$ cat config.mk
export PLATFORM = sky130hd
export DESIGN_NAME = masking_pan_resolver
export DESIGN_NICKNAME = d
export VERILOG_FILES = /design/src/hw/rtl/mpr_pkg.sv /design/src/hw/rtl/masking_pan_resolver.sv /design/src/hw/rtl/mpr_magnitude.sv /design/src/hw/rtl/mpr_smooth.sv
export SDC_FILE = /design/constraint.sdc
export NUM_CORES = 2
export LEC_CHECK = 0
export ABC_AREA = 1
export BUFFER_PORTS_ARGS = -buffer_cell sky130_fd_sc_hd__buf_2
export CORE_ASPECT_RATIO = 0.5
export CORE_MARGIN = 3
export CORE_UTILIZATION = 30
export DETAILED_ROUTE_END_ITERATION = 7
export PLACE_DENSITY = 0.49
export SYNTH_ARGS = -nofsm -noshare
export SYNTH_HDL_FRONTEND = slang
export SYNTH_SLANG_ARGS = --single-unit
$ cat constraint.sdc
create_clock -name clk -period 4.8 [get_ports clk]
set_input_delay 0.96 -clock clk [delete_from_list [all_inputs] [get_ports clk]]
set_output_delay 0.96 -clock clk [all_outputs]
set_load 0.01 [all_outputs]
$ cat src/hw/rtl/mpr_pkg.sv
// Shared types, widths and codes of the masking pan resolver.
package mpr_pkg;

	localparam int CENT_W  = 20;
	localparam int PAN_W   = 16;
	localparam int LIMIT_W = 15;
	localparam int COEFF_W = 16;
	localparam int GROUP_W = 4;
	localparam int CFG_IDX_W  = 2;
	localparam int CFG_DATA_W = 20;

	localparam logic FUNC_UPDATE = 1'b0;
	localparam logic FUNC_CLEAR  = 1'b1;

	localparam logic [CFG_IDX_W-1:0] REG_TOLERANCE = 2'd0;
	localparam logic [CFG_IDX_W-1:0] REG_PAN_LIMIT = 2'd1;
	localparam logic [CFG_IDX_W-1:0] REG_SMOOTHING = 2'd2;

	localparam logic [CENT_W-1:0]  TOLERANCE_RST = 20'd3200;
	localparam logic [LIMIT_W-1:0] PAN_LIMIT_RST = 15'd16384;
	localparam logic [COEFF_W-1:0] SMOOTHING_RST = 16'd0;

	// One group: both centroids and both pans.
	typedef struct packed {
		logic [CENT_W-1:0]        c0;
		logic [CENT_W-1:0]        c1;
		logic signed [PAN_W-1:0]  p0;
		logic signed [PAN_W-1:0]  p1;
	} row_t;

	typedef enum logic [3:0] {
		ST_IDLE,
		ST_READ,
		ST_MERGE,
		ST_DIST,
		ST_START,
		ST_MAG,
		ST_TARGET,
		ST_SMOOTH,
		ST_WRITE
	} state_t;

	// Start and completion of a serial unit.
	typedef struct packed {
		logic start;
	} unit_req_t;

	typedef struct packed {
		logic done;
	} unit_rsp_t;

endpackage

$ cat src/hw/rtl/masking_pan_resolver.sv
// Top level of the masking pan resolver: group table, sequencer and result register.
//
// Usage: each input transaction (func, group_index, slot_index, centroid) on the
// in_valid / in_stall channel yields exactly one result transaction carrying
// pan_zero and pan_one of the addressed group on out_valid / out_stall.
// func update writes the slot's centroid and steps that slot's pan toward its
// masking target; func clear empties the group. A group beyond NUM_GROUPS is
// left alone and returns two zero pans.
// Path, accept to result: a clear or an out-of-range group goes straight
// to write; an update passes read, merge, dist and start, then mag (only with
// masking), target, smooth and write. The next accept can follow once write has
// handed its result over. The serial units carry most of an update:
// 15 multiply plus 15 divide bit steps for the pan magnitude, then 16
// bit steps of the one-pole multiply. One transaction is in work at a time;
// in_stall is high from accept until the result enters the output register.
// The result register holds while out_stall is high, and the next transaction
// may be accepted and worked on meanwhile; it waits at its end for the slot.
// Reset clears the group valid bits, so every group reads as all zero; the
// configuration registers return to tolerance 3200, pan_limit 16384 and
// smoothing_coeff 0. Write configuration only while no transaction is open.
module masking_pan_resolver #(
	parameter int NUM_GROUPS = 16
) (
	input  logic                                   clk,
	input  logic                                   arst_n,
	input  logic                                   cfg_we,
	input  logic [mpr_pkg::CFG_IDX_W-1:0]          cfg_index,
	input  logic [mpr_pkg::CFG_DATA_W-1:0]         cfg_data,
	input  logic                                   in_valid,
	output logic                                   in_stall,
	input  logic                                   func,
	input  logic [mpr_pkg::GROUP_W-1:0]            group_index,
	input  logic                                   slot_index,
	input  logic [mpr_pkg::CENT_W-1:0]             centroid,
	output logic                                   out_valid,
	input  logic                                   out_stall,
	output logic signed [mpr_pkg::PAN_W-1:0]       pan_zero,
	output logic signed [mpr_pkg::PAN_W-1:0]       pan_one
);

	localparam int CW = mpr_pkg::CENT_W;
	localparam int PW = mpr_pkg::PAN_W;
	localparam int LW = mpr_pkg::LIMIT_W;
	localparam int KW = mpr_pkg::COEFF_W;
	localparam int AW = (NUM_GROUPS > 1) ? $clog2(NUM_GROUPS) : 1;

	mpr_pkg::state_t state_q, state_d;

	// Configuration registers.
	logic [CW-1:0] tolerance_q;
	logic [LW-1:0] pan_limit_q;
	logic [KW-1:0] coeff_q;

	// Group table: one row per group, valid bit per row.
	mpr_pkg::row_t           mem [NUM_GROUPS];
	logic [NUM_GROUPS-1:0]   valid_q;
	mpr_pkg::row_t           row_q;
	logic                    rvalid_q;

	// Transaction under work.
	logic [mpr_pkg::GROUP_W-1:0] group_q;
	logic                        slot_q;
	logic [CW-1:0]               cent_q;
	logic                        upd_q;
	logic                        clr_q;
	mpr_pkg::row_t               work_q;
	logic [CW-1:0]               absd_q;
	logic                        le_q;
	logic                        masked_q;

	// Result register.
	logic                  out_valid_q;
	logic signed [PW-1:0]  pan_zero_q;
	logic signed [PW-1:0]  pan_one_q;

	logic [AW-1:0]  addr;
	logic           accept;
	logic           in_range;
	logic           out_free;
	mpr_pkg::row_t  eff_row;
	mpr_pkg::row_t  merged;
	logic [CW:0]    d01;
	logic [CW:0]    d10;
	logic [CW:0]    tol_diff;
	logic           masked;
	logic [LW-1:0]  mag;
	logic [LW-1:0]  mag_eff;
	logic           neg;
	logic signed [PW:0]   mag_x;
	logic signed [PW:0]   old_x;
	logic signed [PW:0]   target_x;
	logic signed [PW:0]   err_x;
	logic signed [PW-1:0] new_pan;

	mpr_pkg::unit_req_t mag_req, sm_req;
	mpr_pkg::unit_rsp_t mag_rsp, sm_rsp;

	// Outputs of the sequencer.
	logic st_read, st_merge, st_dist, st_start, st_target, st_write;

	assign addr     = AW'(group_q);
	assign accept   = in_valid && !in_stall;
	assign in_range = 32'(group_index) < NUM_GROUPS;
	assign out_free = !out_valid_q || !out_stall;

	// Datapath combinational terms.
	always_comb begin
		eff_row = rvalid_q ? row_q : '0;
		merged  = eff_row;
		if (slot_q) begin
			merged.c1 = cent_q;
		end else begin
			merged.c0 = cent_q;
		end
		d01      = {1'b0, work_q.c0} - {1'b0, work_q.c1};
		d10      = {1'b0, work_q.c1} - {1'b0, work_q.c0};
		tol_diff = {1'b0, tolerance_q} - {1'b0, absd_q};
		masked   = !tol_diff[CW] && (tol_diff[CW-1:0] != '0);
		mag_eff  = masked_q ? mag : '0;
		// Lower centroid goes left: slot 0 negative when c0 <= c1.
		neg      = le_q ^ slot_q;
		mag_x    = $signed({2'b00, mag_eff});
		old_x    = slot_q ? (PW + 1)'(work_q.p1) : (PW + 1)'(work_q.p0);
		target_x = neg ? -mag_x : mag_x;
		err_x    = neg ? old_x + mag_x : old_x - mag_x;
	end

	// Next state.
	always_comb begin
		state_d = state_q;
		case (state_q)
			mpr_pkg::ST_IDLE: begin
				if (in_valid) begin
					if (!in_range || func == mpr_pkg::FUNC_CLEAR) begin
						state_d = mpr_pkg::ST_WRITE;
					end else begin
						state_d = mpr_pkg::ST_READ;
					end
				end
			end
			mpr_pkg::ST_READ:   state_d = mpr_pkg::ST_MERGE;
			mpr_pkg::ST_MERGE:  state_d = mpr_pkg::ST_DIST;
			mpr_pkg::ST_DIST:   state_d = mpr_pkg::ST_START;
			mpr_pkg::ST_START:  state_d = masked ? mpr_pkg::ST_MAG : mpr_pkg::ST_TARGET;
			mpr_pkg::ST_MAG: begin
				if (mag_rsp.done) begin
					state_d = mpr_pkg::ST_TARGET;
				end
			end
			mpr_pkg::ST_TARGET: state_d = mpr_pkg::ST_SMOOTH;
			mpr_pkg::ST_SMOOTH: begin
				if (sm_rsp.done) begin
					state_d = mpr_pkg::ST_WRITE;
				end
			end
			mpr_pkg::ST_WRITE: begin
				if (out_free) begin
					state_d = mpr_pkg::ST_IDLE;
				end
			end
			default: state_d = mpr_pkg::ST_IDLE;
		endcase
	end

	// Sequencer outputs.
	always_comb begin
		in_stall      = (state_q != mpr_pkg::ST_IDLE);
		st_read       = (state_q == mpr_pkg::ST_READ);
		st_merge      = (state_q == mpr_pkg::ST_MERGE);
		st_dist       = (state_q == mpr_pkg::ST_DIST);
		st_start      = (state_q == mpr_pkg::ST_START);
		st_target     = (state_q == mpr_pkg::ST_TARGET);
		st_write      = (state_q == mpr_pkg::ST_WRITE);
		mag_req.start = st_start && masked;
		sm_req.start  = st_target;
	end

	always_ff @(posedge clk or negedge arst_n) begin
		if (!arst_n) begin
			state_q <= mpr_pkg::ST_IDLE;
		end else begin
			state_q <= state_d;
		end
	end

	// Configuration writes; an index beyond the list is dropped.
	always_ff @(posedge clk or negedge arst_n) begin
		if (!arst_n) begin
			tolerance_q <= mpr_pkg::TOLERANCE_RST;
			pan_limit_q <= mpr_pkg::PAN_LIMIT_RST;
			coeff_q     <= mpr_pkg::SMOOTHING_RST;
		end else if (cfg_we) begin
			case (cfg_index)
				mpr_pkg::REG_TOLERANCE: tolerance_q <= cfg_data[CW-1:0];
				mpr_pkg::REG_PAN_LIMIT: pan_limit_q <= cfg_data[LW-1:0];
				mpr_pkg::REG_SMOOTHING: coeff_q     <= cfg_data[KW-1:0];
				default: ;
			endcase
		end
	end

	// Table memory: registered read, single write port.
	always_ff @(posedge clk) begin
		if (st_read) begin
			row_q <= mem[addr];
		end
		if (st_write && upd_q) begin
			mem[addr] <= work_q;
		end
	end

	always_ff @(posedge clk or negedge arst_n) begin
		if (!arst_n) begin
			valid_q  <= '0;
			rvalid_q <= 1'b0;
		end else begin
			if (st_read) begin
				rvalid_q <= valid_q[addr];
			end
			if (st_write && upd_q) begin
				valid_q[addr] <= 1'b1;
			end else if (st_write && clr_q) begin
				valid_q[addr] <= 1'b0;
			end
		end
	end

	// Transaction payload; zero row stands for clear and out-of-range results.
	always_ff @(posedge clk) begin
		if (accept) begin
			group_q <= group_index;
			slot_q  <= slot_index;
			cent_q  <= centroid;
			work_q  <= '0;
		end else if (st_merge) begin
			work_q <= merged;
		end else if (sm_rsp.done) begin
			if (slot_q) begin
				work_q.p1 <= new_pan;
			end else begin
				work_q.p0 <= new_pan;
			end
		end
		if (st_dist) begin
			absd_q <= d01[CW] ? d10[CW-1:0] : d01[CW-1:0];
			le_q   <= d01[CW] || (d01 == '0);
		end
		if (st_start) begin
			masked_q <= masked;
		end
	end

	always_ff @(posedge clk or negedge arst_n) begin
		if (!arst_n) begin
			upd_q <= 1'b0;
			clr_q <= 1'b0;
		end else if (accept) begin
			upd_q <= in_range && (func == mpr_pkg::FUNC_UPDATE);
			clr_q <= in_range && (func == mpr_pkg::FUNC_CLEAR);
		end
	end

	// Result register: load at the end of a transaction, drop when taken.
	always_ff @(posedge clk or negedge arst_n) begin
		if (!arst_n) begin
			out_valid_q <= 1'b0;
		end else if (st_write && out_free) begin
			out_valid_q <= 1'b1;
		end else if (!out_stall) begin
			out_valid_q <= 1'b0;
		end
	end

	always_ff @(posedge clk) begin
		if (st_write && out_free) begin
			pan_zero_q <= work_q.p0;
			pan_one_q  <= work_q.p1;
		end
	end

	mpr_magnitude u_magnitude (
		.clk       (clk),
		.arst_n    (arst_n),
		.req       (mag_req),
		.rsp       (mag_rsp),
		.diff      (tol_diff[CW-1:0]),
		.pan_limit (pan_limit_q),
		.tolerance (tolerance_q),
		.mag       (mag)
	);

	mpr_smooth u_smooth (
		.clk    (clk),
		.arst_n (arst_n),
		.req    (sm_req),
		.rsp    (sm_rsp),
		.err    (err_x),
		.target (target_x[PW-1:0]),
		.coeff  (coeff_q),
		.pan    (new_pan)
	);

	assign out_valid = out_valid_q;
	assign pan_zero  = pan_zero_q;
	assign pan_one   = pan_one_q;

endmodule

$ cat src/hw/rtl/mpr_magnitude.sv
// Bit-serial multiply and divide: floor(pan_limit * diff / tolerance).
module mpr_magnitude (
	input  logic                               clk,
	input  logic                               arst_n,
	input  mpr_pkg::unit_req_t                 req,
	output mpr_pkg::unit_rsp_t                 rsp,
	input  logic [mpr_pkg::CENT_W-1:0]         diff,
	input  logic [mpr_pkg::LIMIT_W-1:0]        pan_limit,
	input  logic [mpr_pkg::CENT_W-1:0]         tolerance,
	output logic [mpr_pkg::LIMIT_W-1:0]        mag
);

	localparam int LW    = mpr_pkg::LIMIT_W;
	localparam int CW    = mpr_pkg::CENT_W;
	localparam int ACC_W = CW + LW + 1;
	localparam int CNT_W = $clog2(LW);
	localparam logic [CNT_W-1:0] LAST = CNT_W'(LW - 1);

	logic [ACC_W-1:0] acc_q;
	logic [CW-1:0]    diff_q;
	logic [CNT_W-1:0] cnt_q;
	logic             busy_q;
	logic             div_q;
	logic             done_q;

	logic [CW:0]      mul_sum;
	logic [CW:0]      div_try;
	logic [CW:0]      div_sub;
	logic             div_bit;

	always_comb begin
		mul_sum = acc_q[ACC_W-1:LW] + (acc_q[0] ? {1'b0, diff_q} : '0);
		div_try = {acc_q[ACC_W-2:LW], acc_q[LW-1]};
		div_sub = div_try - {1'b0, tolerance};
		div_bit = !div_sub[CW];
	end

	// Shift right while multiplying, shift left while dividing.
	always_ff @(posedge clk) begin
		if (req.start) begin
			acc_q  <= {(CW + 1)'(0), pan_limit};
			diff_q <= diff;
		end else if (busy_q) begin
			if (!div_q) begin
				acc_q <= {1'b0, mul_sum, acc_q[LW-1:1]};
			end else begin
				acc_q <= {1'b0, (div_bit ? div_sub[CW-1:0] : div_try[CW-1:0]),
					acc_q[LW-2:0], div_bit};
			end
		end
	end

	always_ff @(posedge clk or negedge arst_n) begin
		if (!arst_n) begin
			busy_q <= 1'b0;
			div_q  <= 1'b0;
			cnt_q  <= '0;
			done_q <= 1'b0;
		end else begin
			done_q <= 1'b0;
			if (req.start) begin
				busy_q <= 1'b1;
				div_q  <= 1'b0;
				cnt_q  <= '0;
			end else if (busy_q) begin
				if (cnt_q == LAST) begin
					cnt_q <= '0;
					if (div_q) begin
						busy_q <= 1'b0;
						done_q <= 1'b1;
					end else begin
						div_q <= 1'b1;
					end
				end else begin
					cnt_q <= cnt_q + 1'b1;
				end
			end
		end
	end

	assign rsp.done = done_q;
	assign mag      = acc_q[LW-1:0];

endmodule

$ cat src/hw/rtl/mpr_smooth.sv
// Bit-serial one-pole step: target + round(coeff * (old - target) / 2^16).
module mpr_smooth (
	input  logic                                clk,
	input  logic                                arst_n,
	input  mpr_pkg::unit_req_t                  req,
	output mpr_pkg::unit_rsp_t                  rsp,
	input  logic signed [mpr_pkg::PAN_W:0]      err,
	input  logic signed [mpr_pkg::PAN_W-1:0]    target,
	input  logic [mpr_pkg::COEFF_W-1:0]         coeff,
	output logic signed [mpr_pkg::PAN_W-1:0]    pan
);

	localparam int PW    = mpr_pkg::PAN_W;
	localparam int KW    = mpr_pkg::COEFF_W;
	localparam int HI_W  = PW + 2;
	localparam int ACC_W = HI_W + KW;
	localparam int CNT_W = $clog2(KW);
	localparam logic [CNT_W-1:0] LAST = CNT_W'(KW - 1);

	logic [ACC_W-1:0]       acc_q;
	logic signed [PW:0]     err_q;
	logic signed [PW-1:0]   target_q;
	logic [CNT_W-1:0]       cnt_q;
	logic                   busy_q;
	logic                   done_q;

	logic signed [HI_W-1:0] sum;
	logic signed [HI_W-1:0] quot;
	logic signed [HI_W-1:0] total;

	always_comb begin
		sum   = $signed(acc_q[ACC_W-1:KW]) + (acc_q[0] ? HI_W'(err_q) : '0);
		// Round to nearest, ties up: add the bit just below the point.
		quot  = $signed(acc_q[ACC_W-1:KW]) + $signed({(HI_W - 1)'(0), acc_q[KW-1]});
		total = quot + HI_W'(target_q);
	end

	always_ff @(posedge clk) begin
		if (req.start) begin
			acc_q    <= {HI_W'(0), coeff};
			err_q    <= err;
			target_q <= target;
		end else if (busy_q) begin
			acc_q <= {sum[HI_W-1], sum, acc_q[KW-1:1]};
		end
	end

	always_ff @(posedge clk or negedge arst_n) begin
		if (!arst_n) begin
			busy_q <= 1'b0;
			cnt_q  <= '0;
			done_q <= 1'b0;
		end else begin
			done_q <= 1'b0;
			if (req.start) begin
				busy_q <= 1'b1;
				cnt_q  <= '0;
			end else if (busy_q) begin
				if (cnt_q == LAST) begin
					busy_q <= 1'b0;
					done_q <= 1'b1;
				end else begin
					cnt_q <= cnt_q + 1'b1;
				end
			end
		end
	end

	assign rsp.done = done_q;
	assign pan      = total[PW-1:0];

endmodule
### Word-level counts from Yosys, hierarchy flattened

Memory sizes are Yosys's and may differ from the RTL's. A register that Yosys moved wholly into a read port is not among the register bits.
Index checks and enable logic that the tools add are counted.

* $add $sub $neg: 13
* order comparisons: 2
* equality and inequality tests: 19
* multiplexer cells: 60
* bitwise operators: 5
* reduce and logical (&&, ||, !) cells: 33

Operators with widths (count)
* 20-bit 2-to-1 mux: 5
* 16-bit 2-to-1 mux: 6
* 72-bit 2-to-1 mux: 1
* 32-bit 2-to-1 mux: 2
* 15-bit 2-to-1 mux: 4
* 4-bit 2-to-1 mux: 11
* 20-bit by 20-bit subtractor with 21-bit output: 2
* 4-bit case mux with 9 select lines: 1
* 35-bit 2-to-1 mux: 1
* 17-bit 2-to-1 mux: 2
* 1-bit 2-to-1 mux: 23
* 20-bit by 20-bit adder with 21-bit output: 1
* 21-bit zero test: 1
* 21-bit by 20-bit subtractor with 21-bit output: 1
* 20-bit nonzero test: 1
* 20-bit subtractor: 1
* 18-bit adder: 1
* 18-bit 2-to-1 mux: 1
* 17-bit by 16-bit adder with 17-bit output: 1
* 17-bit by 16-bit subtractor with 17-bit output: 1
* 16-bit adder: 1
* 16-bit by 2-bit adder with 16-bit output: 1
* 16-bit AND: 1
* 4-bit by 3-bit equality test with 1-bit output, second input constant: 4
* other kinds (27): 58

* register bits: 360
* memory bits (writable): 1152
* logic and storage cells: 169
* memories: 1

Memories
* mem: words 16, bits a word 72, read ports 1, clocked after memory_dff 1, wr ports 1, line masking_pan_resolver.sv:55 `mpr_pkg::row_t mem [NUM_GROUPS];`

### Logic depth before layout (Yosys ltp)

* depth in word-level cells: 8
* gate-level depth with buffers: 21
* depth with buffers taken out: 21

### By module

Synthesis repeated with hierarchy kept, for this count alone.

* cells, all modules: 5636
* area, all modules: 67927.6 µm²

By module, submodules not included
* masking_pan_resolver: instances 1, cells an instance 4185, area an instance 57734.1 µm², sequential area each 42450.7 µm²
* mpr_magnitude: instances 1, cells an instance 895, area an instance 5783.0 µm², sequential area each 1626.6 µm²
* mpr_smooth: instances 1, cells an instance 556, area an instance 4410.5 µm², sequential area each 1961.9 µm²

### Least setup slack after synthesis

Ideal clock, no wire load.

* path type: register to register
* start point: register group_q (netlist bit addr[1])
* end point: memory mem[13][0] in the netlist's numbering (enable)
* setup time: 503 ps
* arrival time: 4489 ps
* path slack: -192 ps
* cell stages (with the launch flop): 7
* buffers on the path: 3
* cell sequence: edfxtp_1 -> clkbuf_1 -> nor2_1 -> clkbuf_1 -> clkbuf_1 -> nand2_1 -> nor2_1

RTL lines
* start: declaration: line masking_pan_resolver.sv:61 `logic [mpr_pkg::GROUP_W-1:0] group_q;`
* start signal: assignment: line masking_pan_resolver.sv:231 `group_q <= group_index;`
* end: declaration: line masking_pan_resolver.sv:55

No word-level cell before the write port.

### Worst setup path in the final report

* start point: register masked_q
* end point: register u_smooth.err_q[13], data pin

* word-level cells in the longest chain between the ends: 3
* elaborated cells on any way between the ends: 4
* classes of those cells: 2 x add/sub; 2 x mux

RTL lines
* start: declaration: line masking_pan_resolver.sv:69 `logic masked_q;`
* start signal: assignment: line masking_pan_resolver.sv:249 `masked_q <= masked;`
* 15-bit 2-to-1 mux *: line masking_pan_resolver.sv:119 `mag_eff = masked_q ? mag : '0;`
* 17-bit by 16-bit subtractor with 17-bit output or 17-bit by 16-bit adder with 17-bit output (tied branches): line masking_pan_resolver.sv:125 `err_x = neg ? old_x + mag_x : old_x - mag_x;`
* 17-bit 2-to-1 mux *: line masking_pan_resolver.sv:125
* named net err_x[13]: line masking_pan_resolver.sv:92 `logic signed [PW:0] err_x;`
* end signal: assignment: line mpr_smooth.sv:41 `err_q <= err;`
* end: declaration: line mpr_smooth.sv:21 `logic signed [PW:0] err_q;`

The timed path passes the listed nets; every way through them passes the cells marked *.
A chain may end at the register's enable or synchronous reset.

==> metrics <==
top-level port count 87; initial antenna violation count 4; synthesized cell area 66,630 µm²; CTS root buf clkbuf_16; Post-CTS Hold Buffers 0; Synth Register Bits 1,584; P&R area growth vs syn 14.01%; Clock Power Share 26.0%; Non-Filler Instances 8,465; grt total ovfl 0; cell count after synthesis 5,319; share of cells above drive strength 1 8.980%; Post-Syn Nets 5,531; CTS Sinks 1,584; largest buffer count on any clock path 4; via count 43,880; post-CTS setup buffers 0; port buffer count 86; CP required 5360 ps; Crit path arrival time 4400 ps; max-slew violations 0; final worst-path cycle share 79.99%; Crit Path Class reg2reg; Distinct cells, synth 57; HPWL after detailed placement 122,000 µm; first-pass GRT wire length 298,700 µm; CP Max Fanout 15; crit start category flip-flop; Async S/R FF share, synth 5.556%; dominant synthesized flop cell edfxtp_1; final hold vios 0; Final Core Density 34.65%; max-cap viol count 0; TritonRoute pass-1 iters 6; Total Die Area 228,100 µm²; RSZ-0062 raised after global routing false; Avg Inst Size Synth 12.53 µm²; multi-input logic area 18,110 µm²; Least-Margin Pin Slew 1231 ps; Slew headroom 17.94%; sequential-to-total area share from yosys stat 69.10%; final setup TNS 0 ps; placed insts 8,176; drt total wl 205,600 µm; Tmin final 3839 ps; skew final 76.60 ps; logic gate share of total power 31.8%; Leakage 27.14 nW; clock-pin slew on the worst setup and hold paths 60 ps; vias in the first global route 42,740; PostCTS Resize Cnt 0; HP Class in2async; Core ar. 219,200 µm²; Post-synth EDFFs 1,387; Sequential Power Share 42.1%; drt wl/cell 24.29 µm; Starting Density 30.39%; DRC viols 0; final setup vio count 0; placed inst area 70,820 µm²; total track usage 17.45%; CTS tree done; DIE WIDTH 672.5 µm; H-Tree Depth 4; crit path capture type flip-flop; switching part of the total 37.36%; Nets 5,600; PwrDens 629.1 nW/µm²; switching pwr 0.01786 W; f_max 0.2605 GHz; Peak supply drop 0.3027 mV; Filler cells 21,390; 1st-iter DRT viols 4,331; Design Area, Final 75,970 µm²; antenna-violating nets left 0; Total Power 0.04779 W; status completed; num rows 121; FF+latch area 46,040 µm²; Worst-Skew Late Latency 810 ps; largest net degree at the start of global routing 135; Internal Pwr Total 0.02993 W; CTS Buf Count 162; Yosys warnings 0; Vias/cell 5.184; die height 339.2 µm; gpl congestion 0.8703
power groups by stage:
| stage | logic, W | registers, W | clock network [W] |
|---|---|---|---|
| 5_1_grt | 0.0169 | 0.0203 | 0.0133 |
| 4_1_cts | 0.0152 | 0.0201 | 0.0127 |
| 2_1_floorplan | 0.0102 | 0.0194 | 0 |
| 3_3_place_gp | 0.0151 | 0.0203 | 0 |
| 3_5_place_dp | 0.0152 | 0.0204 | 0 |
| 6_report | 0.0152 | 0.0201 | 0.0124 |
metal layers:
layer,up-vias,GRT usage (%),part of all wire [%]
li1,19920,-,-
met1,22220,25.71,47
met2,1489,27.33,45
met3,247,2.415,6.3
met4,0,3.634,1.9
met5,-,0,0
final timing paths:
| path | depth (start not counted) | to | slack (ps) | from |
|---|---|---|---|---|
| worst max-delay path | 16 | u_smooth.err_q[13] | 960 | masked_q |
| worst min-delay path | 1 | u_smooth.cnt_q[3] | 300 | arst_n |
| worst max register to register | 16 | u_smooth.err_q[13] | 960 | masked_q |
| worst min register to register | 2 | u_smooth.acc_q[32] | 490 | u_smooth.acc_q[32] |
| max in group asynchronous | 2 | tolerance_q[11] | 3490 | arst_n |
| min in group clk | 1 | cent_q[5] | 310 | centroid[5] |
final cells by class:
class | instances | area share [%]
flip-flops and latches | 1584 | 60.61
multi-input cells | 3051 | 23.84
clock buffers | 209 | 5.923
well taps | 2952 | 4.862
inverters | 415 | 2.103
repair buffers | 174 | 1.818
clock inverters | 79 | 0.8449
diodes | 1 | 0.003294
registers in the layout (all words and copies together), names as in the netlist, 15 cells and up, named ones only:
| name | count |
|---|---|
| absd_q | 20 |
| cent_q | 20 |
| coeff_q | 16 |
| mem | 1152 |
| pan_limit_q | 15 |
| pan_one | 16 |
| pan_zero | 16 |
| row_q | 72 |
| tolerance_q | 20 |
| u_magnitude.acc_q | 35 |
| u_magnitude.diff_q | 20 |
| u_smooth.acc_q | 33 |
| u_smooth.err_q | 17 |
| u_smooth.target_q | 16 |
| work_q | 72 |
cells in the mapped netlist, types with 17 or more instances:
| cell | number | share of area, % |
|---|---|---|
| or4_1 | 72 | 0.81 |
| dfxtp_1 | 109 | 3.3 |
| o211ai_1 | 31 | 0.35 |
| a221oi_1 | 20 | 0.26 |
| nand2_1 | 746 | 4.2 |
| xnor2_1 | 36 | 0.47 |
| buf_1 | 25 | 0.14 |
| a21o_1 | 17 | 0.19 |
| nand4_1 | 24 | 0.23 |
| a21oi_1 | 511 | 3.8 |
| xor2_1 | 53 | 0.70 |
| clkbuf_1 | 221 | 1.2 |
| nor3_1 | 24 | 0.18 |
| ha_1 | 150 | 2.8 |
| o21ai_0 | 294 | 2.2 |
| dfrtp_1 | 84 | 3.2 |
| a22oi_1 | 604 | 6.8 |
| nand3_1 | 143 | 1.1 |
| edfxtp_1 | 1387 | 63 |
| inv_1 | 403 | 2.3 |
| nor2_1 | 168 | 0.95 |
| a31oi_1 | 35 | 0.33 |
cells by family after synthesis:
| family | synth area share [%] |
|---|---|
| compound gates | 14.60 |
| buf+inv | 3.960 |
| xor+xnor | 1.194 |
| mux | 0.03005 |
| simple gates | 8.030 |
| flops | 69.10 |
| fa+ha+maj | 3.087 |
cells in the final DEF, fill, tap and decap left out, types with 17 or more instances in the layout:
master / count
buf_2: 85
clkbuf_1: 28
or4_1: 72
a21oi_1: 510
clkinv_2: 31
a21o_1: 17
o21ai_0: 293
dfrtp_1: 83
clkinv_1: 28
dfxtp_1: 109
edfxtp_1: 1387
buf_4: 66
nor2_4: 17
inv_1: 392
nand4_1: 24
a22oi_1: 604
xnor2_1: 36
a221oi_1: 20
nor2_1: 150
ha_1: 150
buf_12: 23
nand2_1: 745
o211ai_1: 31
a31oi_1: 35
clkbuf_16: 169
nand3_1: 143
nor3_1: 24
xor2_1: 53
worst max-delay path: stages (launching register included):
cell,delay [ps]
edfxtp_1,630
nand2_1,200
ha_1,260
xnor2_1,220
o21ai_0,110
ha_1,380
nand3_1,90
nand2_1,110
nand2_1,70
nand2_1,70
a21oi_1,90
o21ai_0,470
a21boi_0,260
o21ai_0,400
nand2_1,100
nand2_1,90
xor2_1,60
stage by stage:
step / hold slack [ps] / setup slack [ps]
after global routing: 272.4 / 652.5
after CTS: 264.0 / 930.5
final: 303.8 / 960.7
after detailed placement: 465.8 / 947.0
after global placement: 454.4 / 936.0
after floorplan: 434.7 / -191.6
Note: power is estimated with default switching activity, not from simulation.
